===== src/design/mbsdm_pkg.sv =====
package mbsdm_pkg;

    // store sizes are powers of two; addresses wrap by masking
    localparam int COIL_BYTES     = 32;
    localparam int DISCRETE_BYTES = 32;
    localparam int HOLD_REGS      = 64;
    localparam int INPUT_REGS     = 64;
    localparam int MAX_QTY        = 32;

    localparam int COIL_BITS = COIL_BYTES * 8;
    localparam int DISC_BITS = DISCRETE_BYTES * 8;

    localparam int MAXN_A = (COIL_BITS > DISC_BITS) ? COIL_BITS : DISC_BITS;
    localparam int MAXN_B = (HOLD_REGS > INPUT_REGS) ? HOLD_REGS : INPUT_REGS;
    localparam int MAXN   = (MAXN_A > MAXN_B) ? MAXN_A : MAXN_B;
    // wide enough for any store size or index
    localparam int SZ_W   = $clog2(MAXN + 1);
    localparam int Q_W    = $clog2(MAX_QTY + 1);
    localparam int DVD_W  = 17;

    localparam int COIL_AW = (COIL_BYTES > 1) ? $clog2(COIL_BYTES) : 1;
    localparam int DISC_AW = (DISCRETE_BYTES > 1) ? $clog2(DISCRETE_BYTES) : 1;
    localparam int HOLD_AW = (HOLD_REGS > 1) ? $clog2(HOLD_REGS) : 1;
    localparam int INP_AW  = (INPUT_REGS > 1) ? $clog2(INPUT_REGS) : 1;

    typedef enum logic [3:0] {
        FN_RD_COIL  = 4'd0,
        FN_RD_DISC  = 4'd1,
        FN_RD_HOLD  = 4'd2,
        FN_RD_INREG = 4'd3,
        FN_WR_COIL  = 4'd4,
        FN_WR_REG   = 4'd5,
        FN_WR_MULTI = 4'd6,
        FN_LD_DISC  = 4'd7,
        FN_LD_INREG = 4'd8
    } func_t;

    localparam logic [7:0] RC_RD_COIL  = 8'd1;
    localparam logic [7:0] RC_RD_DISC  = 8'd2;
    localparam logic [7:0] RC_RD_HOLD  = 8'd3;
    localparam logic [7:0] RC_RD_INREG = 8'd4;
    localparam logic [7:0] RC_WR_COIL  = 8'd5;
    localparam logic [7:0] RC_WR_REG   = 8'd6;
    localparam logic [7:0] RC_WR_MULTI = 8'd16;
    localparam logic [7:0] RC_NONE     = 8'd0;

    typedef enum logic [2:0] {
        ST_IDLE,
        ST_PREP,
        ST_MOD,
        ST_HDR,
        ST_RDA,
        ST_RDB,
        ST_EMIT,
        ST_WR_ECHO
    } state_t;

    typedef struct packed {
        logic load;
        logic mod_start;
        logic init;
        logic rd;
        logic rd_hi;
        logic lo_cap;
        logic wr;
        logic adv;
        logic push_hdr;
        logic push_pay;
        logic push_echo;
    } cmd_t;

    typedef struct packed {
        func_t func;
        logic  out_free;
        logic  off_lt_q;
        logic  last_word;
        logic  cnt_zero;
        logic  pay_last;
    } stat_t;

    function automatic logic [7:0] resp_code_of(func_t f);
        logic [7:0] c;
        case (f)
            FN_RD_COIL:  c = RC_RD_COIL;
            FN_RD_DISC:  c = RC_RD_DISC;
            FN_RD_HOLD:  c = RC_RD_HOLD;
            FN_RD_INREG: c = RC_RD_INREG;
            FN_WR_COIL:  c = RC_WR_COIL;
            FN_WR_REG:   c = RC_WR_REG;
            FN_WR_MULTI: c = RC_WR_MULTI;
            default:     c = RC_NONE;
        endcase
        return c;
    endfunction

endpackage


===== src/design/mbsdm_ram.sv =====
module mbsdm_ram #(
    parameter int WIDTH = 8,
    parameter int DEPTH = 32,
    parameter int AW    = (DEPTH > 1) ? $clog2(DEPTH) : 1
) (
    input  logic             aclk,
    input  logic             we,
    input  logic [AW-1:0]    waddr,
    input  logic [WIDTH-1:0] wdata,
    input  logic             re,
    input  logic [AW-1:0]    raddr,
    output logic [WIDTH-1:0] rdata
);

    logic [WIDTH-1:0] mem [DEPTH];
    logic [WIDTH-1:0] rdata_reg;

    always_ff @(posedge aclk) begin
        if (we) begin
            mem[waddr] <= wdata;
        end
        if (re) begin
            rdata_reg <= mem[raddr];
        end
    end

    assign rdata = rdata_reg;

endmodule


===== src/design/mbsdm_dp.sv =====
module mbsdm_dp (
    input  logic              aclk,
    input  logic              aresetn,
    input  mbsdm_pkg::cmd_t   cmd,
    output mbsdm_pkg::stat_t  stat,
    input  logic [3:0]        s_func,
    input  logic [7:0]        s_slave_addr,
    input  logic [15:0]       s_start_addr,
    input  logic [15:0]       s_quantity,
    input  logic [15:0]       s_value,
    input  logic              s_last_word,
    output logic              m_valid,
    input  logic              m_ready,
    output logic [7:0]        m_resp_slave,
    output logic [7:0]        m_resp_code,
    output logic              m_is_header,
    output logic [7:0]        m_byte_count,
    output logic [15:0]       m_echo_addr,
    output logic [15:0]       m_echo_value,
    output logic [15:0]       m_data,
    output logic              m_last
);
    import mbsdm_pkg::*;

    // request
    func_t           func_reg;
    logic [7:0]      slave_reg;
    logic [15:0]     start_reg;
    logic [Q_W-1:0]  q_reg;
    logic [15:0]     value_reg;
    logic            lastw_reg;
    logic [Q_W-1:0]  off_reg;

    // wrapped address
    logic [DVD_W-1:0] rem_reg;

    // walk
    logic [SZ_W-1:0] idx_reg;
    logic [Q_W-1:0]  cnt_reg;
    logic [7:0]      lo_reg;

    // result word
    logic            m_valid_reg;
    logic [7:0]      slave_out_reg, code_out_reg, bc_out_reg;
    logic            hdr_out_reg, last_out_reg;
    logic [15:0]     ea_out_reg, ev_out_reg, data_out_reg;

    logic sel_coil, sel_disc, sel_hold, sel_inp, is_bits;
    logic [SZ_W-1:0] div_sel, size_sel, idx_nxt, rd_addr;
    logic            out_free;

    assign sel_coil = (func_reg == FN_RD_COIL) || (func_reg == FN_WR_COIL);
    assign sel_disc = (func_reg == FN_RD_DISC) || (func_reg == FN_LD_DISC);
    assign sel_hold = (func_reg == FN_RD_HOLD) || (func_reg == FN_WR_REG)
                   || (func_reg == FN_WR_MULTI);
    assign sel_inp  = (func_reg == FN_RD_INREG) || (func_reg == FN_LD_INREG);
    assign is_bits  = sel_coil || sel_disc;

    always_comb begin
        if (sel_coil) begin
            div_sel  = SZ_W'(COIL_BITS);
            size_sel = SZ_W'(COIL_BYTES);
        end else if (sel_disc) begin
            div_sel  = SZ_W'(DISC_BITS);
            size_sel = SZ_W'(DISCRETE_BYTES);
        end else if (sel_hold) begin
            div_sel  = SZ_W'(HOLD_REGS);
            size_sel = SZ_W'(HOLD_REGS);
        end else begin
            div_sel  = SZ_W'(INPUT_REGS);
            size_sel = SZ_W'(INPUT_REGS);
        end
    end

    assign idx_nxt = (idx_reg == size_sel - SZ_W'(1)) ? '0 : idx_reg + SZ_W'(1);
    assign rd_addr = cmd.rd_hi ? idx_nxt : idx_reg;

    // stores
    logic [7:0]  coil_rd, disc_rd, coil_q, disc_q, bit_wr_byte;
    logic [15:0] hold_rd, inp_rd, hold_q, inp_q, sel_q;
    logic [COIL_BYTES-1:0]     coil_v_reg;
    logic [DISCRETE_BYTES-1:0] disc_v_reg;
    logic [HOLD_REGS-1:0]      hold_v_reg;
    logic [INPUT_REGS-1:0]     inp_v_reg;
    logic coil_vq_reg, disc_vq_reg, hold_vq_reg, inp_vq_reg;

    mbsdm_ram #(.WIDTH(8), .DEPTH(COIL_BYTES)) u_coil (
        .aclk(aclk), .we(cmd.wr && sel_coil), .waddr(idx_reg[COIL_AW-1:0]),
        .wdata(bit_wr_byte), .re(cmd.rd && sel_coil),
        .raddr(rd_addr[COIL_AW-1:0]), .rdata(coil_rd));
    mbsdm_ram #(.WIDTH(8), .DEPTH(DISCRETE_BYTES)) u_disc (
        .aclk(aclk), .we(cmd.wr && sel_disc), .waddr(idx_reg[DISC_AW-1:0]),
        .wdata(bit_wr_byte), .re(cmd.rd && sel_disc),
        .raddr(rd_addr[DISC_AW-1:0]), .rdata(disc_rd));
    mbsdm_ram #(.WIDTH(16), .DEPTH(HOLD_REGS)) u_hold (
        .aclk(aclk), .we(cmd.wr && sel_hold), .waddr(idx_reg[HOLD_AW-1:0]),
        .wdata(value_reg), .re(cmd.rd && sel_hold),
        .raddr(rd_addr[HOLD_AW-1:0]), .rdata(hold_rd));
    mbsdm_ram #(.WIDTH(16), .DEPTH(INPUT_REGS)) u_inp (
        .aclk(aclk), .we(cmd.wr && sel_inp), .waddr(idx_reg[INP_AW-1:0]),
        .wdata(value_reg), .re(cmd.rd && sel_inp),
        .raddr(rd_addr[INP_AW-1:0]), .rdata(inp_rd));

    // never-written entries read as zero
    always_ff @(posedge aclk) begin
        if (!aresetn) begin
            coil_v_reg <= '0;
            disc_v_reg <= '0;
            hold_v_reg <= '0;
            inp_v_reg  <= '0;
        end else if (cmd.wr) begin
            if (sel_coil) coil_v_reg[idx_reg[COIL_AW-1:0]] <= 1'b1;
            if (sel_disc) disc_v_reg[idx_reg[DISC_AW-1:0]] <= 1'b1;
            if (sel_hold) hold_v_reg[idx_reg[HOLD_AW-1:0]] <= 1'b1;
            if (sel_inp)  inp_v_reg[idx_reg[INP_AW-1:0]]   <= 1'b1;
        end
    end

    always_ff @(posedge aclk) begin
        if (cmd.rd && sel_coil) coil_vq_reg <= coil_v_reg[rd_addr[COIL_AW-1:0]];
        if (cmd.rd && sel_disc) disc_vq_reg <= disc_v_reg[rd_addr[DISC_AW-1:0]];
        if (cmd.rd && sel_hold) hold_vq_reg <= hold_v_reg[rd_addr[HOLD_AW-1:0]];
        if (cmd.rd && sel_inp)  inp_vq_reg  <= inp_v_reg[rd_addr[INP_AW-1:0]];
    end

    assign coil_q = coil_vq_reg ? coil_rd : '0;
    assign disc_q = disc_vq_reg ? disc_rd : '0;
    assign hold_q = hold_vq_reg ? hold_rd : '0;
    assign inp_q  = inp_vq_reg  ? inp_rd  : '0;

    always_comb begin
        if (sel_coil)      sel_q = {8'h00, coil_q};
        else if (sel_disc) sel_q = {8'h00, disc_q};
        else if (sel_hold) sel_q = hold_q;
        else               sel_q = inp_q;
    end

    // single-bit update
    logic       bval;
    logic [7:0] bmask_wr;
    assign bval        = (func_reg == FN_WR_COIL) ? (|value_reg[15:8]) : (|value_reg);
    assign bmask_wr    = 8'h01 << rem_reg[2:0];
    assign bit_wr_byte = bval ? (sel_q[7:0] | bmask_wr) : (sel_q[7:0] & ~bmask_wr);

    // packed byte from two neighbor store bytes
    logic [15:0] pair;
    logic [7:0]  keep, byte_out;
    assign pair     = {sel_q[7:0], lo_reg} >> rem_reg[2:0];
    assign keep     = (cnt_reg >= Q_W'(8)) ? 8'hFF : ((8'h01 << cnt_reg[2:0]) - 8'h01);
    assign byte_out = pair[7:0] & keep;

    logic [7:0] hdr_bc;
    assign hdr_bc = is_bits ? 8'((q_reg + Q_W'(0) + 7) >> 3) : 8'({q_reg, 1'b0});

    always_ff @(posedge aclk) begin
        if (cmd.load) begin
            func_reg  <= func_t'(s_func);
            slave_reg <= s_slave_addr;
            start_reg <= s_start_addr;
            q_reg     <= (s_quantity > 16'(MAX_QTY)) ? Q_W'(MAX_QTY) : s_quantity[Q_W-1:0];
            value_reg <= s_value;
            lastw_reg <= s_last_word;
        end
        if (cmd.lo_cap) begin
            lo_reg <= sel_q[7:0];
        end
        if (cmd.init) begin
            idx_reg <= is_bits ? SZ_W'(rem_reg >> 3) : SZ_W'(rem_reg);
            cnt_reg <= q_reg;
        end else if (cmd.adv) begin
            idx_reg <= idx_nxt;
            if (is_bits) cnt_reg <= (cnt_reg > Q_W'(8)) ? cnt_reg - Q_W'(8) : '0;
            else         cnt_reg <= cnt_reg - Q_W'(1);
        end
        // wrap to the store size with a mask
        if (cmd.mod_start) begin
            rem_reg <= ({1'b0, start_reg}
                      + ((func_reg == FN_WR_MULTI) ? DVD_W'(off_reg) : '0))
                     & DVD_W'(div_sel - SZ_W'(1));
        end
    end

    always_ff @(posedge aclk) begin
        if (!aresetn) begin
            off_reg     <= '0;
            m_valid_reg <= 1'b0;
        end else begin
            if (func_reg == FN_WR_MULTI) begin
                if (cmd.push_echo)   off_reg <= '0;
                else if (cmd.wr)     off_reg <= off_reg + Q_W'(1);
            end

            if (cmd.push_hdr || cmd.push_pay || cmd.push_echo) m_valid_reg <= 1'b1;
            else if (m_ready)                                  m_valid_reg <= 1'b0;
        end
    end

    always_ff @(posedge aclk) begin
        if (cmd.push_hdr || cmd.push_pay || cmd.push_echo) begin
            slave_out_reg <= slave_reg;
            code_out_reg  <= resp_code_of(func_reg);
            hdr_out_reg   <= !cmd.push_pay;
            bc_out_reg    <= cmd.push_hdr ? hdr_bc : 8'h00;
            ea_out_reg    <= cmd.push_echo ? start_reg : 16'h0000;
            ev_out_reg    <= !cmd.push_echo ? 16'h0000
                           : (func_reg == FN_WR_MULTI) ? 16'(q_reg) : value_reg;
            data_out_reg  <= !cmd.push_pay ? 16'h0000
                           : is_bits ? {8'h00, byte_out} : sel_q;
            last_out_reg  <= cmd.push_echo || (cmd.push_hdr && stat.cnt_zero)
                           || (cmd.push_pay && stat.pay_last);
        end
    end

    assign out_free = !m_valid_reg || m_ready;

    assign stat.func      = func_reg;
    assign stat.out_free  = out_free;
    assign stat.off_lt_q  = off_reg < q_reg;
    assign stat.last_word = lastw_reg;
    assign stat.cnt_zero  = cnt_reg == '0;
    assign stat.pay_last  = is_bits ? (cnt_reg <= Q_W'(8)) : (cnt_reg == Q_W'(1));

    assign m_valid      = m_valid_reg;
    assign m_resp_slave = slave_out_reg;
    assign m_resp_code  = code_out_reg;
    assign m_is_header  = hdr_out_reg;
    assign m_byte_count = bc_out_reg;
    assign m_echo_addr  = ea_out_reg;
    assign m_echo_value = ev_out_reg;
    assign m_data       = data_out_reg;
    assign m_last       = last_out_reg;

endmodule


===== config.mk =====
export PLATFORM = sky130hd
export DESIGN_NAME = mbsdm_dp
export DESIGN_NICKNAME = d
export VERILOG_FILES = /design/src/design/mbsdm_pkg.sv /design/src/design/mbsdm_ram.sv /design/src/design/mbsdm_dp.sv
export SDC_FILE = /design/constraint.sdc
export NUM_CORES = 2
export LEC_CHECK = 0
export BUFFER_PORTS_ARGS = -buffer_cell sky130_fd_sc_hd__buf_2
export CORE_MARGIN = 1.5
export CORE_UTILIZATION = 50
export DETAILED_ROUTE_END_ITERATION = 8
export PLACE_DENSITY = 0.8
export SYNTH_ARGS = -nofsm -noshare
export SYNTH_HDL_FRONTEND = slang
export SYNTH_HIERARCHICAL = 1
export SYNTH_SLANG_ARGS = --single-unit

===== constraint.sdc =====
create_clock -name aclk -period 5.14 [get_ports aclk]
set_input_delay 0 -clock aclk [delete_from_list [all_inputs] [get_ports aclk]]
set_output_delay 0 -clock aclk [all_outputs]
set_load 0.01 [all_outputs]

# Word-level counts from Yosys, hierarchy flattened
# Memory sizes are Yosys's and may differ from the RTL's. A register that Yosys moved wholly into a read port is not among the register bits.
# Index checks and enable logic that the tools add are counted.
[word_totals]
register_bits = 363
latchBits = 0
ramBits = 2560
mem_bits_ro = 0
inputBits = 75
output_inout_bits = 84
elab_cells = 172
n_memories = 4
[op_classes]
addsub = 9
n_mul = 0
n_div = 0
n_lt_le_gt_ge = 11
n_eq_ne = 10
shifts = 3
n_mux = 53
n_bitwise = 11
reduce_logical = 40
[memory_table]
columns = ["name", "depth", "width", "read_ports", "rd_ports_with_merged_regs", "wr", "line_no", "source"]
rows = [
  ["u_hold.mem", 64, 16, 1, 1, 1, "mbsdm_ram.sv:15", "logic [WIDTH-1:0] mem [DEPTH];"],
  ["u_inp.mem", 64, 16, 1, 1, 1, "mbsdm_ram.sv:15", ""],
  ["u_coil.mem", 32, 8, 1, 1, 1, "mbsdm_ram.sv:15", ""],
  ["u_disc.mem", 32, 8, 1, 1, 1, "mbsdm_ram.sv:15", ""],
]
[ops]
columns = ["cell", "count"]
rows = [
  ["64-bit OR", 2],
  ["32-bit OR", 2],
  ["9-bit two-way mux", 7],
  ["8-bit two-way mux", 7],
  ["6-bit two-way mux", 9],
  ["16-bit two-way mux", 3],
  ["5-bit case mux with 7 select lines", 1],
  ["1-bit two-way mux", 18],
  ["8-bit bitwise AND", 2],
  ["4-bit by 3-bit == test with 1-bit output (second input constant)", 4],
  ["16-bit by 6-bit greater-than comparator with 1-bit output (second input constant)", 1],
  ["16-bit OR reduction", 1],
  ["1-bit by 3-bit left shift with 8-bit output (first input constant)", 2],
  ["16-bit by 3-bit right shift with 8-bit output", 1],
  ["6-bit by 7-bit < comparator with 1-bit output (second input constant)", 2],
  ["7-bit two-way mux", 2],
  ["12-bit by 6-bit adder with 12-bit output", 1],
  ["12-bit bitwise AND", 1],
  ["1-bit binary-select mux with 6-bit select", 2],
  ["1-bit logical AND", 12],
  ["5-bit by 6-bit < comparator with 1-bit output (second input constant)", 2],
  ["2-bit AND reduction", 6],
  ["1-bit logical OR", 11],
  ["1-bit binary-select mux with 5-bit select", 2],
  ["other kinds (31)", 36],
]

# Depth between registers and ports, before layout
[logic_depth]
depth_word = 10
depth_mapped = 19
depth_no_buf = 13

# Hierarchy
# Netlist, hierarchy kept.
[by_module_without_submodules]
columns = ["module", "n_inst", "cells_per_inst", "area_per_inst_um2", "seq_area_each_um2"]
rows = [
  ["mbsdm_ram (u_hold ...)", 2, 1829, 40202.3, 31230.0],
  ["mbsdm_ram (u_coil ...)", 2, 417, 10133.5, 7927.6],
  ["mbsdm_dp", 1, 1721, 16677.2, 8758.4],
]

# Worst setup path before layout
# OpenSTA, ideal clock, no wires.
[synth_path]
path_type = "register to register"
from = "register value_reg[4]"
to = "memory u_coil.mem[0][4] (data pin)"
setup_time_ps = 588
arrival_time_ps = 4470
required_time_ps = 4552
setup_slack_ps = 82
path_stages_with_launch = 5
n_path_buf = 0
synth_period_minus_slack_ps = 5058
path_cell_list = "edfxtp_1 -> nor4_1 -> a22oi_1 -> nor2_1 -> a31oi_1"
[synth_via]
elab_chain_len = 3
[synth_rtl]
columns = ["element", "line_no", "source"]
rows = [
  ["start: declaration", "mbsdm_dp.sv:30", "logic [15:0] value_reg;"],
  ["start signal: assignment", "mbsdm_dp.sv:161", "value_reg <= s_value;"],
  ["16-bit OR reduction", "mbsdm_dp.sv:141", "assign bval = (func_reg == FN_WR_COIL) ? (|value_reg[15:8]) : (|value_reg);"],
  ["1-bit two-way mux", "mbsdm_dp.sv:141", ""],
  ["8-bit two-way mux", "mbsdm_dp.sv:143", "assign bit_wr_byte = bval ? (sel_q[7:0] | bmask_wr) : (sel_q[7:0] & ~bmask_wr);"],
  ["via bit_wr_byte[4]", "mbsdm_dp.sv:79", "logic [7:0] coil_rd, disc_rd, coil_q, disc_q, bit_wr_byte;"],
  ["end: declaration", "mbsdm_ram.sv:15", ""],
]
# The timed path passes the listed nets, and every way through them passes these cells.

# Worst setup path after layout
[layout_path]
from = "register func_reg[1]"
to = "memory u_hold.mem[7][9] (enable)"
[layout_via]
elab_chain_len = 6
word_cells_on_any_way = 8
cone_classes = "eq/ne (3); mux (2); reduce/logical (3)"
[layout_rtl]
columns = ["element", "line_no", "source"]
rows = [
  ["start: declaration", "mbsdm_dp.sv:26", "func_t func_reg;"],
  ["start signal: assignment", "mbsdm_dp.sv:157", "func_reg <= func_t'(s_func);"],
  ["4-bit by 2-bit == test with 1-bit output / 4-bit by 3-bit == test with 1-bit output (equally long branches)", "mbsdm_dp.sv:54", "assign sel_hold = (func_reg == FN_RD_HOLD) || (func_reg == FN_WR_REG)"],
  ["1-bit logical OR", "mbsdm_dp.sv:54", ""],
  ["1-bit logical OR (*)", "mbsdm_dp.sv:55", "|| (func_reg == FN_WR_MULTI);"],
  ["1-bit logical AND (*)", "mbsdm_dp.sv:96", ".aclk(aclk), .we(cmd.wr && sel_hold), .waddr(idx_reg[HOLD_AW-1:0]),"],
  ["1-bit two-way mux (*)", "mbsdm_ram.sv:19", "if (we) begin"],
  ["1-bit two-way mux (not written as such) (*)", "mbsdm_ram.sv:20", "mem[waddr] <= wdata;"],
  ["end: declaration", "mbsdm_ram.sv:15", ""],
]
# Every way passes the cells marked *; elsewhere a longest branch is shown, timed or not.

==> run metrics <==
grt met3 use 5.655%; peak supply drop 0.0003922 V; Clock Skew 0.07406 ns; GR Util met1 33.40%; global-route wire length before repair 441.8 mm; synthesized area 0.1173 mm2; M2 GR Usage 40.22%; CTS tree built; clock sink count 2966; Worst slew margin 12.36%; CORE AREA 0.2330 mm2; number of max-cap violations 0; Num CTS Buffers 293; Syn-to-layout area delta 13.51%; worst hold path class input pin to flip-flop; Largest regs u_hold/mem x1024, u_inp/mem x1024; final core occ 57.17%; I/O Buffers 153; CTS Buffer Depth 4; Initial Utilization 50.37%; Layout Nets 6858; Final Power 56.31 mW; Startpoint Class flip-flop; commonest register cell after synthesis edfxtp_1; DR vias 65176; #FFs+latches synth 2966; global route overflow 0; setup repair bufs after CTS 0; initial antenna violation count 17; reg2reg path depth 7; Via density 6.451; YS warnings 6; Worst setup startpoint func_reg[1]; Leakage 43.10 nW; DR WL/cell 30.22 um; achievable frequency 209.4 MHz; setup_tns 0 ns; crit path DAT 5.38 ns; final setup fails 0; drt pass-1 iters 8; # DRC 0; RSZ-0062 raised after global routing false; top-area cell type share of the netlist area 70.81%; die area 0.2376 mm2; Yosys cell types 87; hold_buf cts 124; clock root buffer clkbuf_16; Worst-path clk slew 0.06 ns; Mapped Avg Cell Area 18.89 um2; top post-synthesis cells by area edfxtp_1 71%, mux4_2 12%, dfxtp_1 3.4%; Finished Layout Cells 10104; Synth area leader edfxtp_1; vias in the first global route 64675; post-route ant nets 0; Worst Setup End Kind flip-flop; Crit Path Category flip-flop to flip-flop; Critical Path Sink u_hold/mem[7][9]; Crit path required time 5.74 ns; Slew Viols, Final 0; critical-path maximum fanout 16; Final Critical Period 4.775 ns; EDFF count, synth 2767; Reg2Reg Launch Point func_reg[1]; status completed; Final HPWL DP 174.1 mm; pwr dens 422.7 mW/mm2; final period utilization 92.91%; share of cells above drive strength 1 23.12%; gr busiest metal met2; worst hold start cmd[1]; sequential area share after synthesis 74.20%; Initial DRC Count 9399; R2R Setup Slk 0.36 ns; final hold slack 0.05786 ns; post_cts resized 0; wirelength, routed 305.4 mm; Final Hold Fails 0; synthesized instance count 6213; Critical R2R Capture u_hold/mem[7][9]; GRT Overall Usage 25.46%; Cell Rows 177; Die Wd 487.5 um; dpl cells 9472; largest net degree at the start of global routing 130; GP Congestion 0.9161; Post-synth ARST share 0%; die height 487.5 um; slew at the pin with the worst max-slew slack 1.315 ns; Top-Level Pins 159; H-tree level count 5; worst-skew pair later-pin latency 0.93 ns
how the worst min path moves through the flow:
stage / endpoint / depth (start not counted) / slack, ns
global route: m_is_header / 3 / 0.06
global placement: start_reg[8] / 1 / 0.18
finish: m_is_header / 3 / 0.06
CTS: m_is_header / 3 / 0.0008
detailed placement: slave_reg[3] / 1 / 0.18
floorplan: func_reg[0] / 0 / 0.1
cell usage after synthesis, types with 13 or more instances:
cell and n:
clkbuf_1 133, and2_1 39, nor2b_1 170, edfxtp_1 2767
nor3_1 40, nand3_1 105, and3_1 28, xor2_1 14
mux2_2 71, nor2_1 357, a22o_1 13, a221oi_1 39
a32oi_1 16, nand4_1 43, nand2_1 360, a221o_1 14
nand2b_1 19, xnor2_1 15, o21ai_0 30, buf_1 20
a311oi_1 17, a31oi_1 25, mux4_2 607, mux2i_1 221
a22oi_1 93, a211oi_1 24, a211o_1 19, buf_2 95
o21a_1 92, nand3b_1 15, buf_4 50, a21oi_1 174
inv_1 36, ha_1 23, dfxtp_1 199, buf_6 41
power by group:
group          leakage, nW  switching (mW)  internal, mW
combinational         11.9            5.23          3.18
clock                 4.48            8.85          12.0
sequential            26.8           0.147          26.9
placed cells by master (no fill, tap or decap), types with 39 or more instances in the layout:
cell type	synthesis	final
clkbuf_16	0	304
dlygate4sd3_1	0	124
mux2_2	71	71
mux4_2	607	607
dfxtp_1	199	199
a22oi_1	93	93
buf_4	50	299
nand2_1	360	360
nand3_1	105	105
nand4_1	43	43
and2_1	39	39
clkinv_1	0	56
nor2_1	357	357
edfxtp_1	2767	2767
a21oi_1	174	171
o21a_1	92	92
nor2b_1	170	170
clkinv_2	0	49
mux2i_1	221	218
buf_2	95	152
a221oi_1	39	39
clkbuf_1	133	50
final cells by class:
class / count / area, um2
clock inverter: 140 / 1236
inverter: 40 / 187.7
sequential: 2966 / 87070
timing repair buffer: 604 / 4827
tap: 3132 / 3919
fill: 16314 / 99770
antenna: 7 / 17.52
multi-input combinational: 2854 / 28070
clock buffer: 361 / 7876
worst max-delay path, cell delays in order (launching register included):
cell and delay [ns]:
edfxtp_1 0.58, nand3b_1 0.41, a21oi_1 0.48, nand2_1 0.48, inv_1 0.55, nand4_1 0.67
nor2_1 0.96, buf_4 0.34
metal layers:
layer	vias up	wire length (um)
met4	8	18000
met5	-	51
met2	4874	143700
met3	957	36100
li1	26060	-
met1	33277	107600
logic make-up (layout without fill, tap and decap cells):
family                   count (synthesis)  count (layout)  synth area share, %
flip-flops                            2966            2966                74.20
AND/OR/NAND/NOR                       1248            1248                5.108
multiplexers                           907             907                14.40
AO/OA/AOI/OAI                          637             637                3.799
buffers and inverters                  401            1145                2.015
XOR/XNOR                                29              29               0.2164
adder cells (fa/ha/maj)                 24              24               0.2623
other                                    1              16             0.003196
through the flow:
step	cell area, um2	setup WS (ns)
floorplan	117400	0.08187
global placement	122800	0.7214
detailed placement	122800	0.6525
CTS	133200	0.6302
global route	133200	0.4017
finish	133200	0.3647
No activity file was read; power rests on OpenSTA's default activity.
